`src/lpru_pkg.sv`:
```
// Package for the LCD palette register unit: codes, sizes and shade helpers.
package lpru_pkg;

	// Item operation codes.
	typedef enum logic [1:0] {
		OP_READ   = 2'd0,
		OP_WRITE  = 2'd1,
		OP_LOOKUP = 2'd2,
		OP_GLITCH = 2'd3
	} op_t;

	// Bus register addresses.
	localparam logic [2:0] REG_BGP      = 3'd0;
	localparam logic [2:0] REG_OBP0     = 3'd1;
	localparam logic [2:0] REG_OBP1     = 3'd2;
	localparam logic [2:0] REG_BG_INDEX = 3'd3;
	localparam logic [2:0] REG_BG_DATA  = 3'd4;
	localparam logic [2:0] REG_OB_INDEX = 3'd5;
	localparam logic [2:0] REG_OB_DATA  = 3'd6;
	localparam logic [2:0] REG_UNUSED   = 3'd7;

	// Configuration register indexes.
	localparam logic [1:0] CFG_COLOUR_MODE = 2'd0;
	localparam logic [1:0] CFG_DEVICE      = 2'd1;
	localparam logic [1:0] CFG_CONVERSION  = 2'd2;

	// Palette RAM geometry: two byte banks, one for even and one for odd addresses.
	localparam int RAM_BYTES  = 128;
	localparam int BANK_DEPTH = RAM_BYTES / 2;
	localparam int BANK_AW    = $clog2(BANK_DEPTH);

	localparam logic [7:0] INDEX_FORCED = 8'h40;
	localparam logic [7:0] OBJ_RESET_MONO = 8'hFF;
	localparam logic [7:0] OBJ_RESET_COLOUR = 8'h00;
	localparam logic [7:0] READ_OPEN_BUS = 8'hFF;

	// Grey level of a two-bit shade: white, light grey, dark grey, black.
	function automatic logic [7:0] grey_level(input logic [1:0] shade);
		logic [7:0] lvl;
		case (shade)
			2'd0:    lvl = 8'hFF;
			2'd1:    lvl = 8'hAA;
			2'd2:    lvl = 8'h55;
			default: lvl = 8'h00;
		endcase
		return lvl;
	endfunction

	// Picks the shade of one colour number from a monochrome palette byte.
	function automatic logic [7:0] grey_of(input logic [7:0] pal, input logic [1:0] colour);
		logic [1:0] shade;
		case (colour)
			2'd0:    shade = pal[1:0];
			2'd1:    shade = pal[3:2];
			2'd2:    shade = pal[5:4];
			default: shade = pal[7:6];
		endcase
		return grey_level(shade);
	endfunction

	// Steps the low six index bits when auto-increment (bit 7) is set.
	function automatic logic [7:0] bump_index(input logic [7:0] idx);
		logic [7:0] nxt;
		nxt = idx;
		if (idx[7]) begin
			nxt[5:0] = idx[5:0] + 6'd1;
		end
		return nxt;
	endfunction

endpackage

```
`src/lcd_palette_register_unit.sv`:
```
// LCD palette register unit: bus palette registers, palette RAM and colour lookup.
//
// Items arrive on the in channel (op, reg_addr, write_data, color_slot) and
// each gives exactly one result on the out channel (read_data, red, green,
// blue). Register writes and palette RAM writes take effect at the edge that
// accepts the request. The palette RAM is split into an even and an odd byte
// bank so that a colour lookup reads both bytes of a slot in one access.
// A request waits in the lookup stage while the banks deliver their
// registered read data, and moves on to the result register once that is
// free or being taken; out_valid rises as the result register loads. One
// request per cycle is sustained while the receiver keeps out_ready high;
// the single lookup stage and the result register set that figure. When
// the receiver stalls the result register holds, the lookup stage fills,
// and in_ready drops until out_ready returns. The config channel is always
// ready; the user must write it only while the unit is idle, which the block
// itself does not enforce. Reset clears the pipeline, loads the index registers
// with 0x40, the background palettes with zero and the object palettes with
// 0xFF. The palette RAM is not cleared and holds nothing defined until written.
module lcd_palette_register_unit
	import lpru_pkg::*;
(
	input  logic       clk,
	input  logic       arst_n,
	// Item request channel.
	input  logic       in_valid,
	output logic       in_ready,
	input  logic [1:0] op,
	input  logic [2:0] reg_addr,
	input  logic [7:0] write_data,
	input  logic [5:0] color_slot,
	// Result channel.
	output logic       out_valid,
	input  logic       out_ready,
	output logic [7:0] read_data,
	output logic [7:0] red,
	output logic [7:0] green,
	output logic [7:0] blue,
	// Configuration write channel.
	input  logic       cfg_valid,
	output logic       cfg_ready,
	input  logic [1:0] cfg_index,
	input  logic       cfg_data
);

	logic [7:0] ram_even [BANK_DEPTH];
	logic [7:0] ram_odd  [BANK_DEPTH];

	logic colour_mode_q;
	logic colour_device_q;
	logic conversion_q;

	logic [7:0] bg_index_q;
	logic [7:0] ob_index_q;
	logic [7:0] bg_shades_q;
	logic [7:0] prev_bg_shades_q;
	logic [7:0] obj0_shades_q;
	logic [7:0] obj1_shades_q;

	logic               valid_s1;
	op_t                op_s1;
	logic [2:0]         addr_s1;
	logic [5:0]         slot_s1;
	logic               byte_odd_s1;
	logic [7:0]         even_s1;
	logic [7:0]         odd_s1;

	logic       out_valid_q;
	logic [7:0] read_data_q;
	logic [7:0] red_q;
	logic [7:0] green_q;
	logic [7:0] blue_q;

	logic               in_fire;
	logic               advance;
	op_t                op_in;
	logic               colour_access;
	logic               ram_we;
	logic [6:0]         ram_waddr;
	logic [6:0]         data_addr;
	logic [BANK_AW-1:0] ram_raddr;

	logic [7:0] rd_val;
	logic [7:0] red_val;
	logic [7:0] green_val;
	logic [7:0] blue_val;

	// Handshakes: the lookup stage frees up whenever its request moves on.
	assign advance   = valid_s1 && (!out_valid_q || out_ready);
	assign in_ready  = !valid_s1 || advance;
	assign in_fire   = in_valid && in_ready;
	assign cfg_ready = 1'b1;
	assign op_in     = op_t'(op);

	// Colour-palette registers are reachable only in colour mode.
	assign colour_access = colour_mode_q && (reg_addr != REG_UNUSED);

	// Palette RAM addressing for data accesses and lookups.
	always_comb begin
		if (reg_addr == REG_OB_DATA) begin
			data_addr = {1'b1, ob_index_q[5:0]};
		end else begin
			data_addr = {1'b0, bg_index_q[5:0]};
		end
		ram_waddr = data_addr;
		ram_we    = in_fire && (op_in == OP_WRITE) && colour_access
			&& ((reg_addr == REG_BG_DATA) || (reg_addr == REG_OB_DATA));
		if (op_in == OP_READ) begin
			ram_raddr = data_addr[6:1];
		end else begin
			ram_raddr = color_slot;
		end
	end

	// Palette RAM banks with registered read data.
	always_ff @(posedge clk) begin
		if (ram_we && !ram_waddr[0]) begin
			ram_even[ram_waddr[6:1]] <= write_data;
		end
		if (ram_we && ram_waddr[0]) begin
			ram_odd[ram_waddr[6:1]] <= write_data;
		end
		if (in_fire) begin
			even_s1 <= ram_even[ram_raddr];
			odd_s1  <= ram_odd[ram_raddr];
		end
	end

	// Configuration registers; a device write also reloads the object palettes.
	always_ff @(posedge clk or negedge arst_n) begin
		if (!arst_n) begin
			colour_mode_q    <= 1'b0;
			colour_device_q  <= 1'b0;
			conversion_q     <= 1'b0;
			bg_index_q       <= INDEX_FORCED;
			ob_index_q       <= INDEX_FORCED;
			bg_shades_q      <= 8'h00;
			prev_bg_shades_q <= 8'h00;
			obj0_shades_q    <= OBJ_RESET_MONO;
			obj1_shades_q    <= OBJ_RESET_MONO;
		end else begin
			if (cfg_valid && cfg_ready) begin
				case (cfg_index)
					CFG_COLOUR_MODE: colour_mode_q <= cfg_data;
					CFG_DEVICE: begin
						colour_device_q <= cfg_data;
						obj0_shades_q   <= cfg_data ? OBJ_RESET_COLOUR : OBJ_RESET_MONO;
						obj1_shades_q   <= cfg_data ? OBJ_RESET_COLOUR : OBJ_RESET_MONO;
					end
					CFG_CONVERSION: conversion_q <= cfg_data;
					default: ;
				endcase
			end
			// Bus register writes.
			if (in_fire && (op_in == OP_WRITE)) begin
				unique case (reg_addr)
					REG_BGP: begin
						prev_bg_shades_q <= bg_shades_q;
						bg_shades_q      <= write_data;
					end
					REG_OBP0: obj0_shades_q <= write_data;
					REG_OBP1: obj1_shades_q <= write_data;
					REG_BG_INDEX: begin
						if (colour_access) begin
							bg_index_q <= write_data | INDEX_FORCED;
						end
					end
					REG_BG_DATA: begin
						if (colour_access) begin
							bg_index_q <= bump_index(bg_index_q);
						end
					end
					REG_OB_INDEX: begin
						if (colour_access) begin
							ob_index_q <= write_data | INDEX_FORCED;
						end
					end
					REG_OB_DATA: begin
						if (colour_access) begin
							ob_index_q <= bump_index(ob_index_q);
						end
					end
					default: ;
				endcase
			end
		end
	end

	// Lookup stage control.
	always_ff @(posedge clk or negedge arst_n) begin
		if (!arst_n) begin
			valid_s1 <= 1'b0;
		end else if (in_fire) begin
			valid_s1 <= 1'b1;
		end else if (advance) begin
			valid_s1 <= 1'b0;
		end
	end

	// Lookup stage payload.
	always_ff @(posedge clk) begin
		if (in_fire) begin
			op_s1       <= op_in;
			addr_s1     <= reg_addr;
			slot_s1     <= color_slot;
			byte_odd_s1 <= data_addr[0];
		end
	end

	// Result of the request in the lookup stage.
	always_comb begin
		logic [4:0] r5;
		logic [4:0] g5;
		logic [4:0] b5;
		logic [8:0] mix_r;
		logic [8:0] mix_g;
		logic [8:0] mix_b;
		logic [7:0] grey;

		r5    = even_s1[4:0];
		g5    = {odd_s1[1:0], even_s1[7:5]};
		b5    = odd_s1[6:2];
		// Channel mixing sums stay below 512, so nine bits hold them exactly.
		mix_r = {4'b0, r5} * 9'd13 + {3'b0, g5, 1'b0} + {4'b0, b5};
		mix_g = {4'b0, g5} * 9'd3 + {4'b0, b5};
		mix_b = {4'b0, r5} * 9'd3 + {3'b0, g5, 1'b0} + {4'b0, b5} * 9'd11;
		grey  = 8'h00;

		rd_val    = 8'h00;
		red_val   = 8'h00;
		green_val = 8'h00;
		blue_val  = 8'h00;

		unique case (op_s1)
			OP_READ: begin
				unique case (addr_s1)
					REG_BGP:  rd_val = bg_shades_q;
					REG_OBP0: rd_val = obj0_shades_q;
					REG_OBP1: rd_val = obj1_shades_q;
					REG_BG_INDEX, REG_OB_INDEX, REG_BG_DATA, REG_OB_DATA: begin
						if (!colour_mode_q) begin
							rd_val = READ_OPEN_BUS;
						end else if (addr_s1 == REG_BG_INDEX) begin
							rd_val = bg_index_q;
						end else if (addr_s1 == REG_OB_INDEX) begin
							rd_val = ob_index_q;
						end else begin
							rd_val = byte_odd_s1 ? odd_s1 : even_s1;
						end
					end
					default: rd_val = READ_OPEN_BUS;
				endcase
			end
			OP_WRITE: ;
			OP_LOOKUP: begin
				if (colour_mode_q) begin
					if (conversion_q) begin
						red_val   = mix_r[8:1];
						green_val = {mix_g[6:0], 1'b0};
						blue_val  = mix_b[8:1];
					end else begin
						red_val   = {r5, r5[4:2]};
						green_val = {g5, g5[4:2]};
						blue_val  = {b5, b5[4:2]};
					end
				end else begin
					case (slot_s1[5:2])
						4'd0:    grey = grey_of(bg_shades_q, slot_s1[1:0]);
						4'd1:    grey = grey_of(obj0_shades_q, slot_s1[1:0]);
						4'd2:    grey = grey_of(obj1_shades_q, slot_s1[1:0]);
						default: grey = 8'h00;
					endcase
					red_val   = grey;
					green_val = grey;
					blue_val  = grey;
				end
			end
			OP_GLITCH: begin
				grey      = grey_of(bg_shades_q | prev_bg_shades_q, slot_s1[1:0]);
				red_val   = grey;
				green_val = grey;
				blue_val  = grey;
			end
			default: ;
		endcase
	end

	// Result register control.
	always_ff @(posedge clk or negedge arst_n) begin
		if (!arst_n) begin
			out_valid_q <= 1'b0;
		end else if (advance) begin
			out_valid_q <= 1'b1;
		end else if (out_ready) begin
			out_valid_q <= 1'b0;
		end
	end

	// Result register payload.
	always_ff @(posedge clk) begin
		if (advance) begin
			read_data_q <= rd_val;
			red_q       <= red_val;
			green_q     <= green_val;
			blue_q      <= blue_val;
		end
	end

	assign out_valid = out_valid_q;
	assign read_data = read_data_q;
	assign red       = red_q;
	assign green     = green_q;
	assign blue      = blue_q;

endmodule

```
`config.mk`:
```
export PLATFORM = sky130hd
export DESIGN_NAME = lcd_palette_register_unit
export DESIGN_NICKNAME = d
export VERILOG_FILES = /design/src/lpru_pkg.sv /design/src/lcd_palette_register_unit.sv
export SDC_FILE = /design/constraint.sdc
export NUM_CORES = 2
export LEC_CHECK = 0
export BUFFER_PORTS_ARGS = -buffer_cell sky130_fd_sc_hd__clkbuf_2
export CAP_MARGIN = 25
export CORE_MARGIN = 2
export CORE_UTILIZATION = 25
export CTS_CLUSTER_SIZE = 10
export DETAILED_ROUTE_END_ITERATION = 10
export PLACE_DENSITY = 0.4
export SLEW_MARGIN = 10
export SYNTH_ARGS = -nofsm -noshare
export SYNTH_HDL_FRONTEND = slang
export SYNTH_SLANG_ARGS = --single-unit
```
`constraint.sdc`:
```
create_clock -name clk -period 11.3 [get_ports clk]
set_input_delay 0 -clock clk [delete_from_list [all_inputs] [get_ports clk]]
set_output_delay 0 -clock clk [all_outputs]
set_load 0.005 [all_outputs]
```
== Word-level counts from Yosys, hierarchy flattened ==
Memory sizes are Yosys's and may differ from the RTL's. A register that Yosys moved wholly into a read port is not among the register bits.
Index checks and enable logic that the tools add are counted.

* $mul: 4
* Mux-type cells: 59
* Equal/unequal tests: 36
* Reductions and logical operators: 37
* Bitwise operators: 3
* Add/sub/neg operators: 7

{| class="wikitable"
|+ Operators by type and width
! operator !! number
|-
| $mux 8 || 20
|-
| $pmux 8 s3 || 5
|-
| $pmux 8 s2 || 5
|-
| $pmux 8 s4 || 1
|-
| $mux 6 || 5
|-
| $pmux 2 s3 || 4
|-
| $mux 2 || 10
|-
| $eq 3x3->1 const B || 6
|-
| $mul 5x4->9 const B || 2
|-
| $eq 2x2->1 const B || 8
|-
| $logic_not 2->1 || 8
|-
| $eq 2x1->1 const B || 7
|-
| $mul 5x2->7 const B || 2
|-
| $add 6x1->6 const B || 2
|-
| $eq 3x2->1 const B || 4
|-
| $ne 2x2->1 const B || 6
|-
| $reduce_and 5->1 || 2
|-
| $add 8x9->9 || 1
|-
| $add 9x5->9 || 1
|-
| $add 9x6->9 || 1
|-
| $add 7x6->8 || 1
|-
| $logic_and 1x1->1 || 8
|-
| $mux 1 || 8
|-
| $or 8x8->8 || 1
|-
| other kinds (15) || 28
|}

* Flip-flop bits (word level): 96
* Output and inout bits: 35
* Logic and storage cells: 168
* Input port bits: 27
* Memories: 2
* Bits in writable memories: 1024

{| class="wikitable"
|+ Memory list
! name !! words !! width !! rd ports !! clocked after memory_dff !! write ports !! RTL line !! RTL
|-
| ram_even || 64 || 8 || 1 || 1 || 1 || lcd_palette_register_unit.sv:45 || <nowiki>logic [7:0] ram_even [BANK_DEPTH];</nowiki>
|-
| ram_odd || 64 || 8 || 1 || 1 || 1 || lcd_palette_register_unit.sv:46 || <nowiki>logic [7:0] ram_odd [BANK_DEPTH];</nowiki>
|}

== Logic depth before layout (Yosys ltp) ==
* Depth in word-level cells: 11
* Mapped depth: 17
* Mapped depth without buffers: 17

== Worst setup path after synthesis ==
Ideal clock, no wire load.

* Path type: register -> register
* From: register even_s1[1] (read register of ram_even)
* To: register blue_q[7] (netlist: blue[7]), data pin
* Arrival time: 3.900 ns
* Setup time: 0.270 ns
* Data required time: 11.030 ns
* Cell stages (with the launch flop): 18
* Buffers on the path: 0
* Path slack: 7.130 ns
* Period minus slack after synthesis: 4.170 ns
* Cell sequence: edfxtp_1 -> inv_1 -> fa_1 -> inv_1 -> ha_1 -> inv_1 -> fa_1 -> inv_1 -> fa_1 -> ha_1 -> fa_1 -> a21o_1 -> a21oi_1 -> o21bai_1 -> a21oi_1 -> xor2_1 -> a21oi_1 -> o21ai_0

* Longest elaborated chain between the ends: 6

{| class="wikitable"
|+ Ends and longest elaborated chain
! element !! RTL line !! RTL
|-
| start, declared || lcd_palette_register_unit.sv:64 || <nowiki>logic [7:0] even_s1;</nowiki>
|-
| $mul 5x2->7 || lcd_palette_register_unit.sv:225 || <nowiki>mix_b = {4'b0, r5} * 9'd3 + {3'b0, g5, 1'b0} + {4'b0, b5} * 9'd11;</nowiki>
|-
| $add 7x6->8 || lcd_palette_register_unit.sv:225 ||
|-
| $add 8x9->9 || lcd_palette_register_unit.sv:225 ||
|-
| $mux 8 || lcd_palette_register_unit.sv:256 || <nowiki>if (conversion_q) begin</nowiki>
|-
| $mux 8 || lcd_palette_register_unit.sv:255 || <nowiki>if (colour_mode_q) begin</nowiki>
|-
| $pmux 8 s2 || lcd_palette_register_unit.sv:233 || <nowiki>unique case (op_s1)</nowiki>
|-
| via blue_val[7] || lcd_palette_register_unit.sv:85 || <nowiki>logic [7:0] blue_val;</nowiki>
|-
| end signal, assigned || lcd_palette_register_unit.sv:304 || <nowiki>blue_q <= blue_val;</nowiki>
|-
| end, declared || lcd_palette_register_unit.sv:71 || <nowiki>logic [7:0] blue_q;</nowiki>
|}

The timed path passes the listed nets, and every way through them passes these cells.
A chain may end at the register's enable or synchronous reset.

== Final worst setup path ==
* From: register ob_index_q[1]
* To: register even_s1[4] (read register of ram_even), data pin

* Longest elaborated chain between the ends: 2

{| class="wikitable"
|+ Ends and longest elaborated chain
! element !! RTL line !! RTL
|-
| start, declared || lcd_palette_register_unit.sv:53 || <nowiki>logic [7:0] ob_index_q;</nowiki>
|-
| start signal, assigned || lcd_palette_register_unit.sv:174 || <nowiki>ob_index_q <= write_data | INDEX_FORCED;</nowiki>
|-
| start signal, assigned || lcd_palette_register_unit.sv:179 || <nowiki>ob_index_q <= bump_index(ob_index_q);</nowiki>
|-
| $mux 7 || lcd_palette_register_unit.sv:99 || <nowiki>if (reg_addr == REG_OB_DATA) begin</nowiki>
|-
| $mux 6 || lcd_palette_register_unit.sv:107 || <nowiki>if (op_in == OP_READ) begin</nowiki>
|}

No other way between the ends.

==> out/metrics.cfg <==
[outcome]
status=completed

[global_route]
met1_usage_pct=22.9
grt_max_degree=143
global_route.usage.met2_pct=24.4
busiest_layer=met2
grt_pass1_wl_um=231000
antenna_found_initial=6
grt_pass1_vias=31100
grt-ovfl-total=0
met3_usage_pct=2.39
grt_use_total_pct=15.7

[floorplan]
die_h_um=448
rows=162
die_area_um2=200000
start_util_pct=25.2
num_io_pins=62
core_um2=195000
die_w_um=448

[clocking]
cts_root_buf=clkbuf_16
cts_tree=built
ctsLongestPathBuffers=3
clock_latency_ns=0.81
cts_resized=0
postCtsSetupBuffers=0
clock-sinks=1136
ctsHoldBuffers=41
htree_levels=4
cts_buffers=139
cts.clk_slew.worst_paths_ns=0.06

[pwr]
p_int_mw=7.49
powerDensity_nw_per_um2=182
seqPwrFrac_pct=46.4
power_frac_clock_pct=39.7
ir_drop_mv=0.116
switching_share_pct=27.3
pwr-share-comb_pct=13.9
leakage_nw=18.9
p_sw_mw=2.81

[synthesis]
syn_nets=3646
yosysSeqAreaShare_pct=68.9
async_flop_share_pct=4.58
ys_ff_latch=1136
syn_area_um2=49200
synth_top_flop_cell=edfxtp_1
synth_edf_count=1084
synth_cell_types=68
syn-instance-count=3545
yosys_warnings=0
synth_area_per_cell_um2=13.9

[critical_path]
max_stage_delay_ns=0.82
slowest_stage=o31ai_1
startpoint=ob_index_q[1]
path_max_fanout=83
critPathKind=flop to flop
crit_required_ns=11.75
timing.rr.start=ob_index_q[1]
path_cells=nand4b_1 -> o211ai_4 -> buf_4 -> buf_4 -> buf_4 -> a21boi_0 -> o31ai_1 -> nor4_1 -> o31ai_1 -> o2111ai_1
crit_path_end_kind=flop
crit_arrival_ns=5.92
cp-start-kind=flop
crit_top_cell=buf_4

[timing]
worst_slew_pin_slew_ns=1.17
hold_viol_final=0
fin_tns_setup_ns=0
period_share_pct=48.4
rsz0062_at_grt=no
fin_worst_skew_ns=0.0446
relSlewSlack_pct=21.6
final_max_slew_viol_count=0
setup_viol=0
fmax_mhz=183
final.min_clock_period_ns=5.47

[final_layout]
final_util_pct=29.0
final_common_cell=edfxtp_1
layoutNonFillerInstCount=6265
final_net_count=3672
layout_common_cells=1,084 x edfxtp_1, 412 x a211oi_1, 370 x and3_1
nFillCells=19700
area.growth.synth_to_final_pct=14.9
final_layout_size_suffix_gt1_share_pct=11.3

[placed_design]
place_congestion=0.755
placedCellCount=6006
io_buffers=60
dp_hpwl_um=90000

[routing]
via_count=30900
drc=0
drt-initial-drc-count=2557
vias_per_cell=4.93
routedWlPerCell_um=25.4
dr.pass1.iters=5
routed_wirelength_um=159000
antenna_left=0

[hold_path]
min_path_type=input port to flop
min_from=reg_addr[2]

[run]
max-cap-violations=0

[final timing paths]
path	end	cells after the start	slack, ns
worst max-delay path	even_s1[4]	10	5.83
max in group asynchronous	prev_bg_shades_q[5]	4	10.32
min in group asynchronous	out_valid	4	0.44
worst max register to register	even_s1[4]	10	5.83
worst min register to register	bg_index_q[6]	2	0.48
worst min-delay path	addr_s1[2]	2	0.11
[layer usage]
metal	part of all wire [%]	wire (um)
met1	48	76300
met2	46	72300
met3	4.6	7300
met4	1.9	2960
met5	0	0
[cells in the mapped netlist, types with 54 or more instances]
| cell | n | area share (%) |
|---|---|---|
| clkbuf_1 | 157 | 1.2 |
| nor2_1 | 165 | 1.3 |
| a211oi_1 | 412 | 6.3 |
| and3_1 | 370 | 4.7 |
| buf_2 | 90 | 0.92 |
| a21oi_1 | 193 | 2.0 |
| nand2_1 | 226 | 1.7 |
| inv_1 | 68 | 0.52 |
| o31ai_1 | 133 | 2.0 |
| edfxtp_1 | 1084 | 66 |
| a21boi_0 | 54 | 0.82 |
| nor4_1 | 64 | 0.81 |
[sequential cells by signal, summed over array words and instances, names as in the netlist, 3 cells and up]
signal and count:
read_data 8, obj0_shades_q 8, prev_bg_shades_q 8, bg_index_q 8, green 8, addr_s1 3, ram_odd 512, ob_index_q 8
bg_shades_q 8, ram_even 512, blue 8, red 8, obj1_shades_q 8, even_s1 8, odd_s1 8, slot_s1 6
[layout make-up]
type                       count  area [um^2]  area share, %
sequential                  1136        33900           59.9
clock inverter                33          349          0.618
tap                         2624         3280           5.81
antenna                        3         7.51         0.0133
multi-input combinational   2046        13700           24.3
timing repair buffer         180         1380           2.44
inverter                      68          255          0.452
clock buffer                 175         3620           6.41
[stage by stage]
stage	power, mW	setup slack, ns	instance area (um^2)	hold slack (ns)
3_5_place_dp	6.30	5.62	52100	0.205
5_1_grt	10.7	5.59	56500	0.0895
2_1_floorplan	5.73	7.13	49200	-0.296
3_3_place_gp	6.31	5.43	52000	0.217
4_1_cts	10.4	5.90	56500	0.0439
6_report	10.3	5.83	56500	0.111
[kinds of logic (layout without fill, tap and decap cells)]
| kind of cell | after synthesis | in the layout | share of synthesized area (%) |
|---|---|---|---|
| other | 1 | 4 | 0.00762 |
| multiplexers | 50 | 50 | 1.20 |
| AND/OR/NAND/NOR | 927 | 927 | 9.79 |
| XOR/XNOR | 13 | 13 | 0.231 |
| AO/OA/AOI/OAI | 981 | 981 | 14.1 |
| buffers and inverters | 363 | 456 | 3.42 |
| adder cells (fa/ha/maj) | 74 | 74 | 2.36 |
| flip-flops | 1136 | 1136 | 68.9 |
[power groups by stage]
stage               clock network, mW  logic (mW)  registers [mW]
floorplan                           0       0.919            4.81
global placement                    0        1.44            4.87
detailed placement                  0        1.43            4.87
CTS                              4.19        1.45            4.78
global route                     4.34        1.58            4.79
finish                           4.09        1.43            4.78
[worst max-delay path, delay by kind of cell (launching register included)]
family,cells,cell delay [ns]
AOI/OAI and AO/OA,5,1.97
buffers and inverters,3,2.12
DFF,1,0.51
and+or+nand+nor,2,0.44
No activity file was read; power rests on OpenSTA's default activity.
